--- config.mk ---
export PLATFORM = sky130hd
export DESIGN_NAME = bubble_sort_with_swap_count
export DESIGN_NICKNAME = d
export VERILOG_FILES = /design/src/rtl/bsort_pkg.sv /design/src/rtl/bsort_dp.sv /design/src/rtl/bsort_ctrl.sv /design/src/rtl/bubble_sort_with_swap_count.sv
export SDC_FILE = /design/constraint.sdc
export NUM_CORES = 1
export LEC_CHECK = 0
export ABC_AREA = 1
export CAP_MARGIN = 20
export CORE_UTILIZATION = 50
export DETAILED_ROUTE_END_ITERATION = 8
export DONT_BUFFER_PORTS = 1
export HOLD_SLACK_MARGIN = 0.06
export PLACE_DENSITY = 0.68
export SETUP_SLACK_MARGIN = 0.1
export SYNTH_ARGS = -nofsm -noshare
export SYNTH_HDL_FRONTEND = slang
export SYNTH_SLANG_ARGS = --single-unit
export TNS_END_PERCENT = 1
--- constraint.sdc ---
create_clock -name clk -period 4 [get_ports clk]
set_input_delay 0.4 -clock clk [delete_from_list [all_inputs] [get_ports clk]]
set_output_delay 0.4 -clock clk [all_outputs]
set_load 0.005 [all_outputs]
--- src/rtl/bsort_pkg.sv ---
// ----------------------------------------------------------------------------
// bsort_pkg
// shared types and constants for the bubble sort block with swap count
// ----------------------------------------------------------------------------
package bsort_pkg;

  localparam int DATA_W        = 32;
  localparam int SWAP_W        = 9;
  localparam int MAX_ITEMS_DEF = 32;

  // one input transaction
  typedef struct packed {
    logic signed [DATA_W-1:0] value;
    logic                     last_item;
  } item_t;

  // one result transaction
  typedef struct packed {
    logic signed [DATA_W-1:0] sorted_value;
    logic [SWAP_W-1:0]        swap_total;
    logic                     overflowed;
    logic                     last_result;
  } result_t;

  // controller to datapath
  typedef struct packed {
    logic load;
    logic sort_init;
    logic pass_start;
    logic pass_load;
    logic pass_cmp;
    logic pass_end;
    logic emit_start;
    logic emit_ld;
    logic emit_next;
    logic clear;
  } cmd_t;

  // datapath to controller
  typedef struct packed {
    logic top_le1;
    logic cmp_last;
    logic emit_last;
  } status_t;

endpackage

--- src/rtl/bsort_dp.sv ---
// ----------------------------------------------------------------------------
// bsort_dp
// element memory, bubbling carry register, counters and result register
// ----------------------------------------------------------------------------
module bsort_dp #(
  parameter int MAX_ITEMS = bsort_pkg::MAX_ITEMS_DEF
) (
  input  logic               clk,
  input  logic               rst,
  input  bsort_pkg::item_t   item,
  input  bsort_pkg::cmd_t    cmd,
  output bsort_pkg::status_t status,
  output bsort_pkg::result_t result
);

  localparam int CW = $clog2(MAX_ITEMS + 1);
  localparam int AW = $clog2(MAX_ITEMS);
  localparam int DW = bsort_pkg::DATA_W;
  localparam int SW = bsort_pkg::SWAP_W;

  logic signed [DW-1:0] mem [MAX_ITEMS];
  logic signed [DW-1:0] rd_data;
  logic signed [DW-1:0] carry;
  logic [CW-1:0]        count;
  logic [CW-1:0]        top;
  logic [AW-1:0]        idx;
  logic                 ovf;
  logic [SW-1:0]        swap;

  logic                 we;
  logic [AW-1:0]        waddr;
  logic signed [DW-1:0] wdata;
  logic [AW-1:0]        raddr;
  logic [CW-1:0]        top_m1;
  logic                 gt;
  logic                 has_room;

  assign top_m1   = top - CW'(1);
  assign gt       = carry > rd_data;
  assign has_room = count < CW'(MAX_ITEMS);

  assign status.top_le1   = top <= CW'(1);
  assign status.cmp_last  = CW'(idx) == top_m1;
  assign status.emit_last = CW'(idx) == (count - CW'(1));

  // write enable, write address and data, and read address selection
  always_comb begin
    we    = 1'b0;
    waddr = count[AW-1:0];
    wdata = item.value;
    raddr = idx;
    if (cmd.load && has_room) begin
      we = 1'b1;
    end
    if (cmd.pass_cmp) begin
      we    = 1'b1;
      waddr = idx - AW'(1);
      wdata = gt ? rd_data : carry;
      raddr = idx + AW'(1);
    end
    if (cmd.pass_end) begin
      we    = 1'b1;
      waddr = top_m1[AW-1:0];
      wdata = carry;
    end
    if (cmd.pass_start) begin
      raddr = '0;
    end
  end

  always_ff @(posedge clk) begin
    if (we) begin
      mem[waddr] <= wdata;
    end
    rd_data <= mem[raddr];
  end

  always_ff @(posedge clk) begin
    if (cmd.pass_load) begin
      carry <= rd_data;
    end else if (cmd.pass_cmp && !gt) begin
      carry <= rd_data;
    end
    if (cmd.emit_ld) begin
      result.sorted_value <= rd_data;
      result.swap_total   <= swap;
      result.overflowed   <= ovf;
      result.last_result  <= status.emit_last;
    end
  end

  always_ff @(posedge clk) begin
    if (rst) begin
      count <= '0;
      top   <= '0;
      idx   <= '0;
      ovf   <= 1'b0;
      swap  <= '0;
    end else begin
      if (cmd.load) begin
        if (has_room) begin
          count <= count + CW'(1);
        end else begin
          ovf <= 1'b1;
        end
      end
      if (cmd.sort_init) begin
        top  <= count;
        swap <= '0;
      end
      if (cmd.pass_start) begin
        idx <= AW'(1);
      end
      if (cmd.pass_cmp) begin
        idx <= idx + AW'(1);
        if (gt && swap != {SW{1'b1}}) begin
          swap <= swap + SW'(1);
        end
      end
      if (cmd.pass_end) begin
        top <= top_m1;
      end
      if (cmd.emit_start) begin
        idx <= '0;
      end
      if (cmd.emit_next) begin
        idx <= idx + AW'(1);
      end
      if (cmd.clear) begin
        count <= '0;
        swap  <= '0;
        ovf   <= 1'b0;
      end
    end
  end

endmodule

--- src/rtl/bsort_ctrl.sv ---
// ----------------------------------------------------------------------------
// bsort_ctrl
// sequencer for load, sort passes and result emission
// ----------------------------------------------------------------------------
module bsort_ctrl (
  input  logic               clk,
  input  logic               rst,
  input  logic               item_valid,
  input  logic               item_last,
  input  logic               result_stall,
  input  bsort_pkg::status_t status,
  output bsort_pkg::cmd_t    cmd,
  output logic               item_stall,
  output logic               result_valid
);

  localparam logic [3:0] S_IDLE      = 4'd0;
  localparam logic [3:0] S_SORT_INIT = 4'd1;
  localparam logic [3:0] S_PASS_CHK  = 4'd2;
  localparam logic [3:0] S_PASS_LD   = 4'd3;
  localparam logic [3:0] S_PASS_CMP  = 4'd4;
  localparam logic [3:0] S_PASS_END  = 4'd5;
  localparam logic [3:0] S_EMIT_RD   = 4'd6;
  localparam logic [3:0] S_EMIT_LD   = 4'd7;
  localparam logic [3:0] S_EMIT_WT   = 4'd8;

  logic [3:0] state;
  logic [3:0] state_next;

  assign item_stall   = state != S_IDLE;
  assign result_valid = state == S_EMIT_WT;

  always_comb begin
    cmd        = '0;
    state_next = state;
    case (state)
      S_IDLE: begin
        if (item_valid) begin
          cmd.load = 1'b1;
          if (item_last) begin
            state_next = S_SORT_INIT;
          end
        end
      end
      S_SORT_INIT: begin
        cmd.sort_init = 1'b1;
        state_next    = S_PASS_CHK;
      end
      S_PASS_CHK: begin
        if (status.top_le1) begin
          cmd.emit_start = 1'b1;
          state_next     = S_EMIT_RD;
        end else begin
          cmd.pass_start = 1'b1;
          state_next     = S_PASS_LD;
        end
      end
      S_PASS_LD: begin
        cmd.pass_load = 1'b1;
        state_next    = S_PASS_CMP;
      end
      S_PASS_CMP: begin
        cmd.pass_cmp = 1'b1;
        if (status.cmp_last) begin
          state_next = S_PASS_END;
        end
      end
      S_PASS_END: begin
        cmd.pass_end = 1'b1;
        state_next   = S_PASS_CHK;
      end
      S_EMIT_RD: begin
        state_next = S_EMIT_LD;
      end
      S_EMIT_LD: begin
        cmd.emit_ld = 1'b1;
        state_next  = S_EMIT_WT;
      end
      S_EMIT_WT: begin
        if (!result_stall) begin
          if (status.emit_last) begin
            cmd.clear  = 1'b1;
            state_next = S_IDLE;
          end else begin
            cmd.emit_next = 1'b1;
            state_next    = S_EMIT_RD;
          end
        end
      end
      default: begin
        state_next = S_IDLE;
      end
    endcase
  end

  always_ff @(posedge clk) begin
    if (rst) begin
      state <= S_IDLE;
    end else begin
      state <= state_next;
    end
  end

endmodule

--- src/rtl/bubble_sort_with_swap_count.sv ---
// load: a transaction is taken while idle; after the last one the sort of n
//   elements runs an init step, then passes of check, load, compares and end
// throughput: one compare per cycle on a single memory read port; each result
//   is then read, registered and handed over, and waits out any output stall
// reset: rst is synchronous and active high; it empties the set and clears
//   the swap count and overflow flag; the element memory is not cleared
// ----------------------------------------------------------------------------
// bubble_sort_with_swap_count
// collects signed values, bubble sorts them ascending while counting swaps,
// then emits the sorted set with the swap total on every result
// ----------------------------------------------------------------------------
module bubble_sort_with_swap_count #(
  parameter int MAX_ITEMS = bsort_pkg::MAX_ITEMS_DEF
) (
  input  logic               clk,
  input  logic               rst,
  // input channel, one element per transaction
  input  logic               item_valid,
  output logic               item_stall,
  input  bsort_pkg::item_t   item,
  // output channel, one sorted element per transaction
  output logic               result_valid,
  input  logic               result_stall,
  output bsort_pkg::result_t result
);

  bsort_pkg::cmd_t    cmd;
  bsort_pkg::status_t status;

  // controller: walks load, passes and emission; stalls input outside idle
  bsort_ctrl u_ctrl (
    .clk          (clk),
    .rst          (rst),
    .item_valid   (item_valid),
    .item_last    (item.last_item),
    .result_stall (result_stall),
    .status       (status),
    .cmd          (cmd),
    .item_stall   (item_stall),
    .result_valid (result_valid)
  );

  // datapath: each pass bubbles the running maximum through a carry register,
  // writing the smaller value of every compare back one slot lower
  bsort_dp #(
    .MAX_ITEMS (MAX_ITEMS)
  ) u_dp (
    .clk    (clk),
    .rst    (rst),
    .item   (item),
    .cmd    (cmd),
    .status (status),
    .result (result)
  );

  // input is never taken while a result is on offer
  a_no_overlap: assert property (@(posedge clk) disable iff (rst)
    result_valid |-> item_stall)
    else $error("input open while result pending");

  // a transaction closing the set starts the sort
  a_last_starts_sort: assert property (@(posedge clk) disable iff (rst)
    (item_valid && !item_stall && item.last_item) |=> item_stall)
    else $error("sort did not start after last item");

  // handing over the final result reopens the input
  a_last_reopens: assert property (@(posedge clk) disable iff (rst)
    (result_valid && !result_stall && result.last_result) |=> !item_stall)
    else $error("input not reopened after final result");

  // a result without the last mark keeps the input closed, as more results follow
  a_more_results: assert property (@(posedge clk) disable iff (rst)
    (result_valid && !result_stall && !result.last_result) |=> item_stall)
    else $error("set ended without last result");

endmodule
After elaboration in Yosys (flattened, before gate mapping)
Memories as Yosys holds them, arrays and structs flattened. A register that Yosys moved wholly into a read port is not among the register bits.
Cells that the tools add are included.
{"block": "op_classes", "addsub": 6, "order_cmp": 3, "eq_ne": 15, "mux": 45, "n_bitwise": 1, "reduce_logical": 14}
{"op": "$mux 32", "n": 5}
{"op": "$mux 5", "n": 8}
{"op": "$gt 32x32->1", "n": 1}
{"op": "$pmux 4 s8", "n": 1}
{"op": "$mux 9", "n": 3}
{"op": "$mux 1", "n": 18}
{"op": "$eq 4x3->1 const B", "n": 4}
{"op": "$mux 4", "n": 4}
{"op": "$eq 5x6->1", "n": 2}
{"op": "$mux 6", "n": 2}
{"op": "$sub 6x1->6 const B", "n": 2}
{"op": "$add 9x1->9 const B", "n": 1}
{"op": "$ne 9x9->1 const B", "n": 1}
{"op": "$eq 4x2->1 const B", "n": 2}
{"op": "$ne 2x2->1 const B", "n": 4}
{"op": "$reduce_bool 4->1", "n": 2}
{"op": "$add 6x1->6 const B", "n": 1}
{"op": "$le 6x1->1 const B", "n": 1}
{"op": "$lt 6x6->1 const B", "n": 1}
{"op": "$mux 3", "n": 2}
{"op": "$add 5x1->5 const B", "n": 1}
{"op": "$sub 5x1->5 const B", "n": 1}
{"op": "$eq 4x1->1 const B", "n": 1}
{"op": "$eq 4x4->1 const B", "n": 1}
{"op": "9 further kinds", "n": 15}
{"block": "totals", "register_bits": 106, "ram_bits": 1024, "inputBits": 37, "memories": 1}
{"name": "u_dp.mem", "depth": 32, "width": 32, "read_ports": 1, "rd_ports_with_merged_regs": 1, "write_ports": 1, "line_no": "bsort_dp.sv:21", "rtl": "logic signed [DW-1:0] mem [MAX_ITEMS];"}

Longest topological paths before layout
{"block": "logic_depth", "ltp_word": 8, "ltp_mapped": 20, "mapped_depth_nobuf": 19}

Cells and area by module
Synthesis repeated with hierarchy kept, for this count alone.
{"block": "unflattened", "cells_unflattened": 4118, "area_unflattened_um2": 48637.9}
{"mod": "bsort_dp", "instances": 1, "cells_per_inst": 4055, "area_each_um2": 48312.6, "seq_area_each_um2": 34182.8}
{"mod": "bsort_ctrl", "instances": 1, "cells_per_inst": 63, "area_each_um2": 325.3, "seq_area_each_um2": 80.1}

Least setup slack after synthesis
No wires, ideal clock.
{"block": "synth_path", "path_type": "register to register", "from": "reg u_dp.carry[31]", "to": "reg u_dp.carry[0], enable pin", "setup_ps": 433, "t_arrival_ps": 3445, "required_time_ps": 3567, "path_slack_ps": 122, "stages_incl_launch_ff": 13, "path_cell_list": "edfxtp_1 ha_1 nand2_1 nor2_1 nand3_1 nor2_1 a21oi_1 nand3_1 nand2_1 nand3_1 inv_2 buf_2 o22ai_1"}
{"block": "synth_between", "elab_chain_cells": 4}
{"element": "start, declared", "line_no": "bsort_dp.sv:23", "rtl": "logic signed [DW-1:0] carry;"}
{"element": "start signal, assigned", "line_no": "bsort_dp.sv:80", "rtl": "carry <= rd_data;"}
{"element": "start signal, assigned", "line_no": "bsort_dp.sv:82", "rtl": "carry <= rd_data;"}
{"element": "$gt 32x32->1", "line_no": "bsort_dp.sv:39", "rtl": "assign gt = carry > rd_data;"}
{"element": "$logic_not 1->1", "line_no": "bsort_dp.sv:81", "rtl": "end else if (cmd.pass_cmp && !gt) begin"}
{"element": "$logic_and 1x1->1", "line_no": "bsort_dp.sv:81"}
{"element": "$reduce_bool 2->1 (no source line)"}
No other way between the ends.
A chain may end at the register's enable or synchronous reset.

Final worst setup path
{"block": "layout_path", "from": "reg u_dp.rd_data[24] (read register of u_dp.mem)", "to": "mem u_dp.mem[5][17] (netlist name) (data pin)"}
{"block": "layout_between", "elab_chain_cells": 4}
{"element": "start, declared", "line_no": "bsort_dp.sv:22", "rtl": "logic signed [DW-1:0] rd_data;"}
{"element": "$gt 32x32->1", "line_no": "bsort_dp.sv:39"}
{"element": "$mux 32", "line_no": "bsort_dp.sv:58", "rtl": "wdata = gt ? rd_data : carry;"}
{"element": "$mux 32", "line_no": "bsort_dp.sv:55", "rtl": "if (cmd.pass_cmp) begin"}
{"element": "$mux 32", "line_no": "bsort_dp.sv:61", "rtl": "if (cmd.pass_end) begin"}
{"element": "named net u_dp.wdata[17]", "line_no": "bsort_dp.sv:32", "rtl": "logic signed [DW-1:0] wdata;"}
{"element": "end, declared", "line_no": "bsort_dp.sv:21"}
The timed path passes the listed nets, and every way through them passes these cells.

==> summary.md <==
| Metric | Value |
|---|---|
| Yosys warnings | `0` |
| Port Buffers | `0` |
| Main combinational cell family by area after synthesis | `simple AND/OR/NAND/NOR gates` |
| Fmax | `about 0.29 GHz` |
| CP Cell Sequence | `inv_1, ha_1, nand2_1, nor2_1, nand3_1, nor2_1, a21oi_1, nand3_1, nand2_1, nand3_1, buf_4, o21ai_0, o21bai_2, buf_4` |
| Hold Path Depth | `5` |
| Crit end category | `flop` |
| Initial Util | `50.7%` |
| Post-Synthesis Cells | `3953` |
| Critical Path Max Stage Delay | `0.58 ns` |
| Root Driver | `clkbuf_16` |
| Pwr dens | `roughly 520 nW/µm²` |
| Worst-path clk slew | `~0.060 ns` |
| Hpwl dp | `around 70000 µm` |
| Cells after DPL | `5119` |
| Final setup fails | `0` |
| GPL Wtd Cong | `0.885` |
| GR peak layer | `met2` |
| CTS tree | `built` |
| Post-synthesis compound-gate area fraction | `10.1%` |
| Async S/R FF share, synth | `0%` |
| Fin crit period | `3.48 ns` |
| Top cells by area, synth | `edfxtp_1 67%, o211ai_1 6.6%, nand3_1 4.2%, nand2_1 4.0%, or2_2 3.0%` |
| Initial antenna violation count | `1` |
| Critical path's slowest cell | `dfxtp_1` |
| Largest net degree at the start of global routing | `155` |
| FILL cells | `7580` |
| Non-filler cells, final | `around 5.3k` |
| Startpoint class of the critical path | `flop` |
| Area grow syn2layout | `11.9%` |
| Worst-margin pin slew | `1.13 ns` |
| Skew final | `approximately 0.027 ns` |
| Clk buf depth | `3` |
| Synth Area in Adders | `1.04%` |
| Synth unique cells | `44` |
| Total CTS buffers | `112` |
| Clk sinks | `1162` |
| Final wirelength | `122000 µm` |
| Number of global-route vias before repair | `30.2k` |
| Yosys top cell area share | `67.1%` |
| LEAKAGE | `19.7 nW` |
| WP data required | `4.44 ns` |
| Ys flop type | `edfxtp_1` |
| Tcrit/Tclk final | `87.1%` |
| Via count | `30.9k` |
| Status | `finished, final reports clean` |
| Drt pass-1 iters | `5` |
| CP arrival | `3.93 ns` |
| I/O Pins | `82` |
| FP Rows | `114` |
| Nets | `4039` |
| Grt met3 use | `4.19%` |
| Final hold viol count | `0` |
| Met2 usage | `between 30% and 40%` |
| Initial DRC Count | `3504` |
| Crit path top cell by count | `nand3_1` |
| Overflow after GRT | `0` |
| Setup Crit Path Kind | `flop to flop` |
| Setup Fix Bufs, Post-CTS | `0` |
| R2R setup slack | `0.52 ns` |
| Met1 usage | `about a third` |
| Rel. slew slack | `between 20% and 30%` |
| Unrepaired setup endpoints after global routing | `false` |
| Skew-Pair Late Insertion Delay | `0.70 ns` |
| Die height | `about 320 µm` |
| Cell taking the most area after synthesis | `edfxtp_1` |
| Worst Hold Class | `input port to flop` |
| DRC | `0` |
| Sequential fraction of the synthesis area | `a little over two thirds` |
| Maximum VDD drop | `0.359 mV` |
| H-tree depth | `3` |
| Syn Area/Cell | `12.4 µm²` |
| DRT antenna net count | `0` |
| Die width | `about 320 µm` |
| Via density | `5.79` |
| GRT Overall Usage | `24.7%` |
| Register area | `around 34000 µm²` |
| Post-synthesis xor/xnor area fraction | `0.445%` |
| Multi-input logic area | `approximately 12000 µm²` |
| Max-slew violation count | `0` |
| Die ar. | `99700 µm²` |
| Max Cap Violations | `0` |
| Core area | `97100 µm²` |
| Number of flops mapped to enable cells by yosys | `approximately 1.1k` |
| Synthesized flop and latch total | `1162` |
| Share of layout cells above drive strength 1 | `between 10% and 20%` |
| Mapped Area | `49200 µm²` |
| Crit-path max FO | `32` |
| Multiplexer share of the synthesized area | `0%` |
| First-pass GRT wire length | `186000 µm` |
| WL/cell | `approximately 23 µm` |
| Post-Synth Simple-Gate Area | `12.9%` |
| Setup TNS | `0 ns` |
| Syn Nets | `4031` |
| Worst reg2reg path depth | `14` |
cell usage in the layout, fill, tap and decap left out, types with 4 or more instances in the layout:
| cell type | count |
|---|---|
| edfxtp_1 | 1099 |
| o21ai_0 | 111 |
| clkbuf_16 | 112 |
| nor2_4 | 35 |
| clkbuf_8 | 7 |
| o21ai_1 | 91 |
| inv_1 | 382 |
| dlygate4sd3_1 | 4 |
| dfxtp_1 | 63 |
| or2_1 | 20 |
| buf_12 | 30 |
| inv_2 | 8 |
| nor2_1 | 102 |
| or2_2 | 239 |
| clkinv_2 | 21 |
| nand4_1 | 5 |
| clkbuf_1 | 27 |
| a21oi_1 | 31 |
| nand3_1 | 412 |
| nor3_1 | 13 |
| o21bai_2 | 31 |
| xor2_1 | 17 |
| clkinv_1 | 29 |
| buf_4 | 99 |
| bufinv_16 | 13 |
| nand2_1 | 518 |
| xnor2_1 | 8 |
| o211ai_1 | 430 |
| o211ai_2 | 18 |
| ha_1 | 41 |
final timing paths:
| path | start | to |
|---|---|---|
| hold reg to reg | u_dp.ovf$_SDFFE_PP0P_ | u_dp.result[1]$_DFFE_PP_ |
| setup / recovery | u_dp.rd_data[24]$_DFF_P_ | u_dp.mem[5][17]$_DFFE_PP_ |
| hold / removal | item_valid | u_dp.count[0]$_SDFFE_PP0P_ |
| setup reg to reg | u_dp.rd_data[24]$_DFF_P_ | u_dp.mem[5][17]$_DFFE_PP_ |
cells by family after synthesis:
group / after synthesis
compound gates: 727
xor+xnor: 25
fa+ha+maj: 41
buf+inv: 640
flops: 1162
simple gates: 1358
cell type report:
| class | instances | area share [%] |
|---|---|---|
| flip-flops and latches | 1162 | 62.2 |
| multi-input cells | 2151 | 22.7 |
| inverters | 398 | 2.77 |
| well taps | 1276 | 2.90 |
| clock inverters | 67 | 1.32 |
| repair buffers | 136 | 2.66 |
| diodes | 2 | 0.00909 |
| clock buffers | 146 | 5.45 |
per-layer routing:
metal	vias up	share of wire, %
met5	-	0
met2	1285	47
met4	0	2.0
li1	14200	-
met3	155	8.6
met1	15200	42
state kept, by name (all words and copies together) (netlist names):
| signal | cells |
|---|---|
| u_ctrl.state | 4 |
| u_dp.carry | 32 |
| u_dp.count | 6 |
| u_dp.idx | 5 |
| u_dp.mem | 1024 |
| u_dp.ovf | 1 |
| u_dp.rd_data | 32 |
| u_dp.result | 43 |
| u_dp.swap | 9 |
| u_dp.top | 6 |
worst max-delay path: cells and delay by family (launching register included):
family / cells / cell delay [ns]
DFF: 1 / 0.58
and+or+nand+nor: 7 / 1.02
AOI/OAI and AO/OA: 3 / 0.48
adders and majority gates: 1 / 0.29
buffers and inverters: 3 / 0.82
power breakdown:
group	switching, mW	internal, mW	leakage [nW]
Sequential	0.361	13.9	10.4
Clock	4.51	6.14	1.83
Combinational	2.74	1.11	7.46
stage by stage:
| step | setup slack [ns] | power, mW | area (µm²) | hold WS [ns] | util, % |
|---|---|---|---|---|---|
| final | 0.517 | 28.8 | 55100 | 0.124 | 56.7 |
| after global placement | 0.530 | 18.3 | 51200 | 0.455 | 52.7 |
| after CTS | 0.361 | 28.9 | 55100 | 0.0828 | 56.7 |
| after detailed placement | 0.407 | 18.3 | 51300 | 0.456 | 52.8 |
| after global routing | 0.182 | 29.8 | 55100 | 0.146 | 56.7 |
| after floorplan | 0.122 | 16.9 | 49200 | 0.409 | - |
timing repair:
item / CTS / global route
hold buffers: 4 / 0
endpoints found under the setup margin: 0 / 11
hold endpoints to repair: 15 / 0
resized for setup: 0 / 2
synthesized netlist by cell type (all sizes together), types with 2 or more instances:
library cell,instances
clkinv,2
inv,396
nand3,412
clkbuf,58
nor3,16
xnor2,8
nand2,524
a21oi,32
o211ai,448
o21bai,31
buf,184
dfxtp,63
o21ai,204
o22ai,3
ha,41
a31oi,3
xor2,17
edfxtp,1099
nand4,5
nor2,138
a221oi,2
nor4,2
or2,260
Power figures use the tool's default switching activity.
